## src/hw/rtl/dhte_pkg.sv

```systemverilog
// Shared types and constants for the double hashing table engine.
package dhte_pkg;

  localparam int unsigned TABLE_SIZE_DEF = 101;
  localparam int unsigned STEP_BASE_DEF  = 97;
  localparam int unsigned KEY_BYTES      = 8;
  localparam int unsigned KEY_W          = 8 * KEY_BYTES;
  localparam int unsigned VALUE_W        = 32;
  localparam int unsigned HASH_W         = 32;
  localparam int unsigned HASH_BYTES     = HASH_W / 8;
  localparam int unsigned CNT_W          = 7;

  localparam logic [HASH_W-1:0] HASH_SEED   = 32'd5381;
  localparam logic [CNT_W-1:0]  MAX_ENT_RST = 7'd75;

  localparam logic [1:0] CMD_GET    = 2'd0;
  localparam logic [1:0] CMD_INSERT = 2'd1;
  localparam logic [1:0] CMD_REMOVE = 2'd2;

  localparam logic [1:0] ST_OK        = 2'd0;
  localparam logic [1:0] ST_NOT_FOUND = 2'd1;
  localparam logic [1:0] ST_FULL      = 2'd2;

  localparam logic [1:0] MARK_EMPTY   = 2'd0;
  localparam logic [1:0] MARK_USED    = 2'd1;
  localparam logic [1:0] MARK_DELETED = 2'd2;

  typedef struct packed {
    logic       load;
    logic       hash;
    logic       modr;
    logic       prep;
    logic       eval;
    logic       publish;
    logic [2:0] byte_sel;
  } ctl_cmd_t;

  typedef struct packed {
    logic skip;
    logic ev_done;
    logic out_busy;
  } dp_stat_t;

endpackage

```

## src/hw/rtl/dhte_ctrl.sv

```systemverilog
// Controller state machine: sequences hashing, reduction, probing and result hand-off.
module dhte_ctrl (
  input  logic               clk,
  input  logic               rst_n,
  input  logic               in_valid,
  output logic               in_ready,
  input  dhte_pkg::dp_stat_t stat,
  output dhte_pkg::ctl_cmd_t cmd
);
  import dhte_pkg::*;

  localparam logic [2:0] S_IDLE = 3'd0;
  localparam logic [2:0] S_HASH = 3'd1;
  localparam logic [2:0] S_MOD  = 3'd2;
  localparam logic [2:0] S_PREP = 3'd3;
  localparam logic [2:0] S_RD   = 3'd4;
  localparam logic [2:0] S_EV   = 3'd5;
  localparam logic [2:0] S_DONE = 3'd6;

  logic [2:0] state_r, state_nxt;
  logic [2:0] cnt_r, cnt_nxt;

  always_comb begin
    state_nxt = state_r;
    cnt_nxt   = cnt_r;
    cmd       = '0;
    cmd.byte_sel = cnt_r;
    in_ready  = 1'b0;
    case (state_r)
      S_IDLE: begin
        in_ready = 1'b1;
        if (in_valid) begin
          cmd.load  = 1'b1;
          cnt_nxt   = '0;
          state_nxt = S_HASH;
        end
      end
      S_HASH: begin
        cmd.hash = 1'b1;
        cnt_nxt  = cnt_r + 3'd1;
        if (cnt_r == 3'(KEY_BYTES - 1)) begin
          cnt_nxt   = '0;
          state_nxt = S_MOD;
        end
      end
      S_MOD: begin
        cmd.modr = 1'b1;
        cnt_nxt  = cnt_r + 3'd1;
        if (cnt_r == 3'(HASH_BYTES - 1)) begin
          cnt_nxt   = '0;
          state_nxt = S_PREP;
        end
      end
      S_PREP: begin
        cmd.prep  = 1'b1;
        state_nxt = stat.skip ? S_DONE : S_RD;
      end
      S_RD: begin
        state_nxt = S_EV;
      end
      S_EV: begin
        cmd.eval  = 1'b1;
        state_nxt = stat.ev_done ? S_DONE : S_RD;
      end
      S_DONE: begin
        if (!stat.out_busy) begin
          cmd.publish = 1'b1;
          state_nxt   = S_IDLE;
        end
      end
      default: begin
        state_nxt = S_IDLE;
      end
    endcase
  end

  always_ff @(posedge clk) begin
    if (!rst_n) begin
      state_r <= S_IDLE;
      cnt_r   <= '0;
    end else begin
      state_r <= state_nxt;
      cnt_r   <= cnt_nxt;
    end
  end

endmodule

```

## config.mk

```make
export PLATFORM = sky130hd
export DESIGN_NAME = dhte_ctrl
export DESIGN_NICKNAME = d
export VERILOG_FILES = /design/src/hw/rtl/dhte_pkg.sv /design/src/hw/rtl/dhte_ctrl.sv
export SDC_FILE = /design/constraint.sdc
export NUM_CORES = 1
export LEC_CHECK = 0
export BUFFER_PORTS_ARGS = -buffer_cell sky130_fd_sc_hd__buf_2
export CAP_MARGIN = 5
export CORE_AREA = 8 8 45 47
export DETAILED_ROUTE_END_ITERATION = 12
export DIE_AREA = 0 0 53 55
export GPL_ROUTABILITY_DRIVEN = 0
export SLEW_MARGIN = 30
export SYNTH_ARGS = -nofsm -noshare
export SYNTH_HDL_FRONTEND = slang
export SYNTH_SLANG_ARGS = --single-unit
```

## constraint.sdc

```tcl
create_clock -name clk -period 2.97 [get_ports clk]
set_input_delay 0.1485 -clock clk [delete_from_list [all_inputs] [get_ports clk]]
set_output_delay 0.1485 -clock clk [all_outputs]
set_load 0.005 [all_outputs]
```

### Word-level counts from Yosys, hierarchy flattened

Cells that the tools add are included.

| operators by class | value |
|---|---|
| mux-type cells | 20 |
| reduce and logical (&&, ||, !) cells | 4 |
| $add $sub $neg | 1 |
| equal/unequal tests | 12 |

Operator list:

| operator | number |
|---|---|
| 3-bit two-way mux | 7 |
| 3-bit one-hot mux with 7 select lines | 1 |
| 3-bit equality test (second input constant) | 4 |
| 3-bit by 2-bit equality test with 1-bit output (second input constant) | 3 |
| 1-bit two-way mux | 9 |
| 3-bit one-hot mux with 3 select lines | 1 |
| 2-bit inequality test (second input constant) | 4 |
| 2-bit two-way mux | 2 |
| 4-bit AND reduction | 1 |
| 3-bit by 1-bit adder with 3-bit output (second input constant) | 1 |
| 3-bit by 1-bit equality test with 1-bit output (second input constant) | 1 |
| 3-bit zero test | 1 |
| 3-bit nonzero test | 1 |
| 2-bit AND reduction | 1 |

| storage, ports and cells | value |
|---|---|
| bits of input ports | 6 |
| bits in registers | 6 |
| logic and storage cells | 39 |
| output and inout port bits | 10 |

### Logic depth before layout (Yosys ltp)

Gate-level depths: netlist (run 1).

| logic depth | value |
|---|---|
| depth in word-level cells | 3 |
| mapped depth | 6 |
| gate-level depth less buffers | 6 |

### Worst setup path before layout (run 1)

Ideal clock, no wire load.

| timing path | value |
|---|---|
| path type | flip-flop to flip-flop |
| start | reg cnt_r[0] |
| end | reg state_r[1] |
| arrival | 1,369 ps |
| path buffers | 0 |
| stages on the path, launching flop included | 7 |
| data required time | 2,898 ps |
| library setup time | 72 ps |
| setup slack | 1,530 ps |
| period minus slack after synthesis | 1,440 ps |
| path through | dfxtp_1 ha_1 ha_1 nor3b_1 a21oi_2 o21ai_2 mux2i_1 |

| on the way | value |
|---|---|
| cells in the longest elaborated chain, start to end | 3 |
| elaborated cells on any way between the ends | 5 |
| classes of those cells | eq/ne: 4; reduce/logical: 1 |

Ends and longest elaborated chain:

| what | line | RTL |
|---|---|---|
| start: declaration | dhte_ctrl.sv:21 | `logic [2:0] cnt_r, cnt_nxt;` |
| start signal: assignment | dhte_ctrl.sv:83 | `cnt_r <= cnt_nxt;` |
| 3-bit by 2-bit equality test with 1-bit output / 3-bit equality test (equally long branches) | dhte_ctrl.sv:49, dhte_ctrl.sv:41 |  |
| 2-bit inequality test (no source line) | - |  |
| 4-bit AND reduction (no source line) (*) | - |  |
| end signal: assignment | dhte_ctrl.sv:82 | `state_r <= state_nxt;` |
| end: declaration | dhte_ctrl.sv:20 | `logic [2:0] state_r, state_nxt;` |

Every way passes the cells marked *; elsewhere a longest branch is shown, timed or not.
A chain may end at the register's enable or synchronous reset.

### Worst setup path in the final report (run 1)

Same ends and word-level chain as after synthesis.

==> impl_results.md, run 1 <==
- Outcome: finished, final reports clean
- Pre-CTS WS: 1.393 ns
- Sequential cell area fraction in the yosys report: 25.40%
- Largest cells by area after synthesis: dfxtp_1 25%, ha_1 11%, nor2_1 8.7%, a21oi_1 4.2%, mux2i_1 4.2%
- RSZ-0062 raised after global routing: no
- Num CTS Buffers: 3
- N_diodes: 0
- CP max stage delay: 0.37 ns
- Clock Latency Late Sink: 0.25 ns
- Syn Area/Cell: 8.016 um^2
- Max Cap Viol: 0
- Slew HR: 67.78%
- Worst Tran Pin Value: 0.4826 ns
- Vias per cell: 5.100
- First-pass GRT wire length: 1.835 mm
- Fillers: 152
- Detailed Route WL: 1.125 mm
- Mapped Nets: 69
- HP Class: in -> reg
- Clk slew on worst S/H paths: 0.05 ns
- CP dominant cell by count: ha_1
- Min cycle time layout: 1.571 ns
- CTS tree: yes
- Antenna violations before repair: 0
- Hold_ws: 0.1711 ns
- Number of global-route vias before repair: 454
- Mapped Area: 473.0 um^2
- Chip Height: 55 um
- Synth cell types: 27
- Max FO, Critical Path: 4
- Met1 GRT Util: 9.726%
- Die X: 53 um
- R2R cell count: 6
- Layout cells sized above 1: 33.78%
- Post-route insts no fill: 90
- Synth warnings: 0
- Largest net degree at the start of global routing: 15
- Final WS setup: 1.399 ns
- DRC Markers: 0
- P&R area growth vs syn: 18.52%
- WL per Instance: 12.50 um
- Power density over the cells: 576.2 mW/mm^2
- Area of the core: 0.001384 mm^2
- Period utilisation layout: 52.88%
- Final hold vios: 0
- Hold path depth: 2
- Final setup viols: 0
- Critical Path Start Type: register
- Port bufs: 15
- Util after Layout: 40.51%
- Setup Skew: 0.002104 ns
- Final net count: 86
- Arr. time, crit path: 1.75 ns
- M2 GR Usage: 13.28%
- Slew Limit Fails: 0
- Initial core utilization: 34.18%
- Via count: 459
- H-tree levels: 1
- DPL Wire Length: 891.7 um
- #FFs+latches synth: 6
- Placed cells: 87
- Slowest stage cell, crit path: nor3b_1
- Clock buffer depth: 2
- Die footprint: 0.002915 mm^2
- Critical Path, Cell by Cell: ha_1 -> ha_1 -> nor3b_1 -> a21oi_2 -> o21ai_2 -> mux2i_1
- Synth top area share: 25.40%
- Met3 global-route usage: 1.070%
- Pre-antenna DRT Iters: 4
- GRT Max-Usage Layer: met2
- P_leak: 0.0002636 uW
- Initial DRC Count: 6
- Post-synth top area cell: dfxtp_1
- Hold buffers post-CTS: 0
- Setup TNS: 0 ns
- Peak VDD IR: 0.2427 mV
- CP Capture Type: register
- CTS root buf: clkbuf_4
- DRT antenna net count: 0
- # IOs: 16
- Achievable clock frequency: 636.7 MHz
- Clock sinks: 6
- Resize count post-CTS: 0
- Worst Setup Path Type: reg -> reg
- Post-synthesis cell count: 59
- Critical Path RT: 3.15 ns
- FP Rows: 14
- Gr ovfl total: 0
- Total GRT Usage: 8.743%
- Post-CTS Setup Inserts: 0
==> per-layer routing <==
layer  wire (um)  vias up
met5           0        -
li1            -      233
met3          61        5
met4          51        0
met2         491       16
met1         520      205
==> Yosys cell counts (all sizes together) <==
cell     instances
and2             1
o311a            1
nor2b            1
nand2            4
nand2b           2
nor3             2
or2b             1
a22oi            1
clkbuf           1
nor3b            1
nor2            11
mux2i            2
ha               4
o31ai            1
and2b            1
a311oi           1
dfxtp            6
o2bb2ai          1
buf              2
o221ai           1
nand3            1
a21oi            5
o21ai            3
inv              5
==> cells by family (layout without fill, tap and decap cells) <==
| logic type | count (synthesis) | after routing | share of synthesized area [%] |
|---|---|---|---|
| AO/OA/AOI/OAI | 14 | 14 | 23.55 |
| adder cells (fa/ha/maj) | 4 | 4 | 10.58 |
| buffers and inverters | 8 | 23 | 10.32 |
| flip-flops | 6 | 6 | 25.40 |
| multiplexers | 2 | 2 | 4.233 |
| AND/OR/NAND/NOR | 25 | 25 | 25.93 |
==> state kept, by name (all words and copies together) (netlist names) <==
signal	count
cnt_r	3
state_r	3
==> final cells by class <==
cell class / instances / area [um^2] / area share, %
Timing Repair Buffer: 15 / 75.07 / 13.39
Clock buffer: 3 / 22.52 / 4.018
Multi-Input combinational cell: 45 / 304.0 / 54.24
Tap cell: 16 / 20.02 / 3.571
Sequential cell: 6 / 120.1 / 21.43
Inverter: 5 / 18.77 / 3.348
==> cells in the final DEF (no fill, tap or decap), types with 2 or more instances in the layout <==
cell type,n
nor2_1,11
buf_2,15
nor3_1,2
dfxtp_1,6
nand2b_1,2
o21ai_0,2
ha_1,4
inv_1,5
clkbuf_4,3
mux2i_1,2
a21oi_1,4
nand2_1,4
==> worst paths after layout <==
check                 from    endpoint  slack, ns
setup / recovery  cnt_r[0]  state_r[1]       1.40
hold / removal       rst_n  state_r[0]       0.17
setup reg to reg  cnt_r[0]  state_r[1]       1.40
hold reg to reg   cnt_r[0]    cnt_r[0]       0.49
==> power by group <==
group	leakage (uW)	internal, uW	switching, uW	total [uW]
Sequential	0.0000490	93.6	29.4	123
Combinational	0.000201	61.8	60.5	122
Clock	0.0000138	45.9	31.8	77.7
==> critical path, delay by kind of cell, from the launching register on <==
kind            cells  cell delay (ns)
fa+ha+maj           2             0.42
simple gates        1             0.37
compound gates      2             0.20
flops               1             0.32
mux                 1             0.18
==> through the flow <==
step                total power, uW  cell area, um^2
finish                        323.0            560.5
global route                  350.2            560.5
CTS                           327.5            560.5
detailed placement            248.6            538.0
global placement              247.0            538.0
floorplan                     218.0            473.0
Note: power is estimated with default switching activity, not from simulation.
==> inputs of run 2 (changes only) <==
Clock period 2.97 ns to 1.48 ns, I/O delays scaled along.
==> run 2 against run 1 <==
  * Sequential share of layout area fell by 2.1 points
  * Via count rose by 6.1%
  * Flip-flop and latch count did not move
  * Critical path type unchanged
  * Largest power group is now combinational cells
==> impl_results.md, run 2 (synthesis results as in run 1) <==
- Outcome: finished, final reports clean
- Pre-antenna DRT Iters: 4 (unchanged)
- Critical Path, Cell by Cell: ha_4 -> ha_4 -> nor3b_2 -> buf_4 -> buf_4 -> o311a_2
- Vias per cell: 5.073 (-0.53%)
- Peak VDD IR: 0.4614 mV (+90%)
- WL per Instance: 12.65 um (+1.2%)
- Setup crit start: cnt_r[0]
- Worst hold start: rst_n
- Hold_ws: 0.1025 ns (-0.06859 ns)
- Post-route insts no fill: 96 (+6.7%)
- Worst Tran Pin Value: 0.3303 ns (-0.1523 ns)
- Placed cells: 92 (+5.7%)
- CTS tree: yes
- DPL Wire Length: 914 um (+2.5%)
- Reg2reg start: cnt_r[0]
- Via count: 487 (+6.1%)
- Commonest non-fill, non-tap cell in the layout: buf_2
- N_diodes: 0 (unchanged)
- Clock buffer depth: 2 (unchanged)
- Num CTS Buffers: 3 (unchanged)
- Period utilisation layout: 96.81% (+44 points)
- P&R area growth vs syn: 36.77%
- DRC Markers: 0 (unchanged)
- Total GRT Usage: 9.230% (+0.49 points)
- CP max stage delay: 0.36 ns (about the same)
- Max Cap Viol: 0 (unchanged)
- Slew Limit Fails: 0 (unchanged)
- Critical Path RT: 1.60 ns (-1.55 ns)
- Critical Path Start Type: register
- DRT antenna net count: 0 (unchanged)
- Largest regs: cnt_r x3, state_r x3
- Max FO, Critical Path: 3 (-1)
- Final setup viols: 0 (unchanged)
- Die X: 53 um (unchanged)
- Clk slew on worst S/H paths: 0.04 ns (about the same)
- Chip Height: 55 um (unchanged)
- First-pass GRT wire length: 1.932 mm (+5.3%)
- Detailed Route WL: 1.214 mm (+7.9%)
- Final hold vios: 0 (unchanged)
- FF+latch area: 125.1 um^2 (+4.2%)
- Area of the core: 0.001384 mm^2 (unchanged)
- Number of global-route vias before repair: 442 (-2.6%)
- Port bufs: 15 (unchanged)
- Worst Setup Path Type: reg -> reg
- FP Rows: 14 (unchanged)
- Largest net degree at the start of global routing: 14 (-1)
- Hold buffers post-CTS: 0 (unchanged)
- RSZ-0062 raised after global routing: yes
- Fillers: 139 (-8.6%)
- R2R cell count: 6 (unchanged)
- Clock Latency Late Sink: 0.24 ns (about the same)
- Power density over the cells: 1092 mW/mm^2 (+90%)
- Antenna violations before repair: 0 (unchanged)
- H-tree levels: 1 (unchanged)
- RR Endpoint: state_r[0]
- Achievable clock frequency: 698.0 MHz (+9.6%)
- Arr. time, crit path: 1.55 ns (-0.20 ns)
- Layout cells sized above 1: 47.50% (+14 points)
- P_leak: 0.0002962 uW (+12%)
- Initial core utilization: 34.18% (unchanged)
- Die footprint: 0.002915 mm^2 (unchanged)
- Most frequent cells in the layout: 15 x buf_2, 11 x nor2_1, 6 x buf_4
- R2r setup slk: 0.05 ns (-1.35 ns)
- Clock sinks: 6 (unchanged)
- Min cycle time layout: 1.433 ns (-0.1378 ns)
- Slew HR: 77.85% (+10 points)
- HP Class: in -> reg
- # IOs: 16 (unchanged)
- Setup Skew: 0.007682 ns (+0.005577 ns)
- CP Capture Type: register
- Gr ovfl total: 0 (unchanged)
- Slowest stage cell, crit path: dfxtp_1
- Multi-input logic area: 340.3 um^2 (+12%)
- Final net count: 92 (+7.0%)
- CTS root buf: clkbuf_4
- Initial DRC Count: 8 (+2)
- Critical path destination: state_r[0]
-- run 2: critical path: cells and delay by family (launching register included) --
| family | cells | cell delay (ns) |
|---|---|---|
| AO/OA/AOI/OAI | 1 | 0.35 |
| AND/OR/NAND/NOR | 1 | 0.04 |
| adder cells (fa/ha/maj) | 2 | 0.30 |
| flip-flops | 1 | 0.36 |
| buffers and inverters | 2 | 0.26 |
-- run 2: timing repair --
item	4_1_cts	5_1_grt
setup endpoints to repair	1	3
pin swaps	0	3
setup buffers	0	1
resized for setup	1	9
-- run 2: worst min path at each step --
stage | cells after the start | end | slack [ns]
global route | 2 | state_r[0] | 0.1
CTS | 2 | state_r[0] | 0.09
global placement | 2 | state_r[0] | 0.36
detailed placement | 2 | state_r[0] | 0.35
finish | 2 | state_r[0] | 0.10
floorplan | 1 | cmd[3] | 0.18
-- run 2: final cells by class --
cell class / instances / area share [%]
inverters: 5 / 2.901
clock buffers: 3 / 3.482
flip-flops and latches: 6 / 19.34
multi-input cells: 45 / 52.61
well taps: 16 / 3.095
repair buffers: 21 / 18.57
-- run 2: report_power, final --
| group | switching (uW) | internal, uW | leakage, uW |
|---|---|---|---|
| registers | 37.2 | 189 | 0.0000503 |
| logic | 157 | 173 | 0.000232 |
| clock network | 58.3 | 91.7 | 0.0000138 |
| total | 253 | 454 | 0.000296 |
-- run 2: metrics by stage --
stage	setup TNS [ns]	setup WS [ns]	util [%]	total power (uW)	area, um^2
2_1_floorplan	0	0.03957	-	437.4	473.0
3_3_place_gp	0	0.02448	41.59	537.7	575.6
3_5_place_dp	0	0.009297	41.59	534.3	575.6
4_1_cts	0	0.002555	43.58	694.9	603.1
5_1_grt	-0.04327	-0.03546	46.75	773.0	646.9
6_report	0	0.04726	46.75	706.5	646.9
-- run 2: metal layers --
layer  vias up  share of wire [%]  GRT usage (%)
li1        247                  -              -
met1       222                 43          9.105
met2        16                 48          14.26
met3         2                6.8          3.209
met4         0                2.1          10.34
met5         -                  0              0
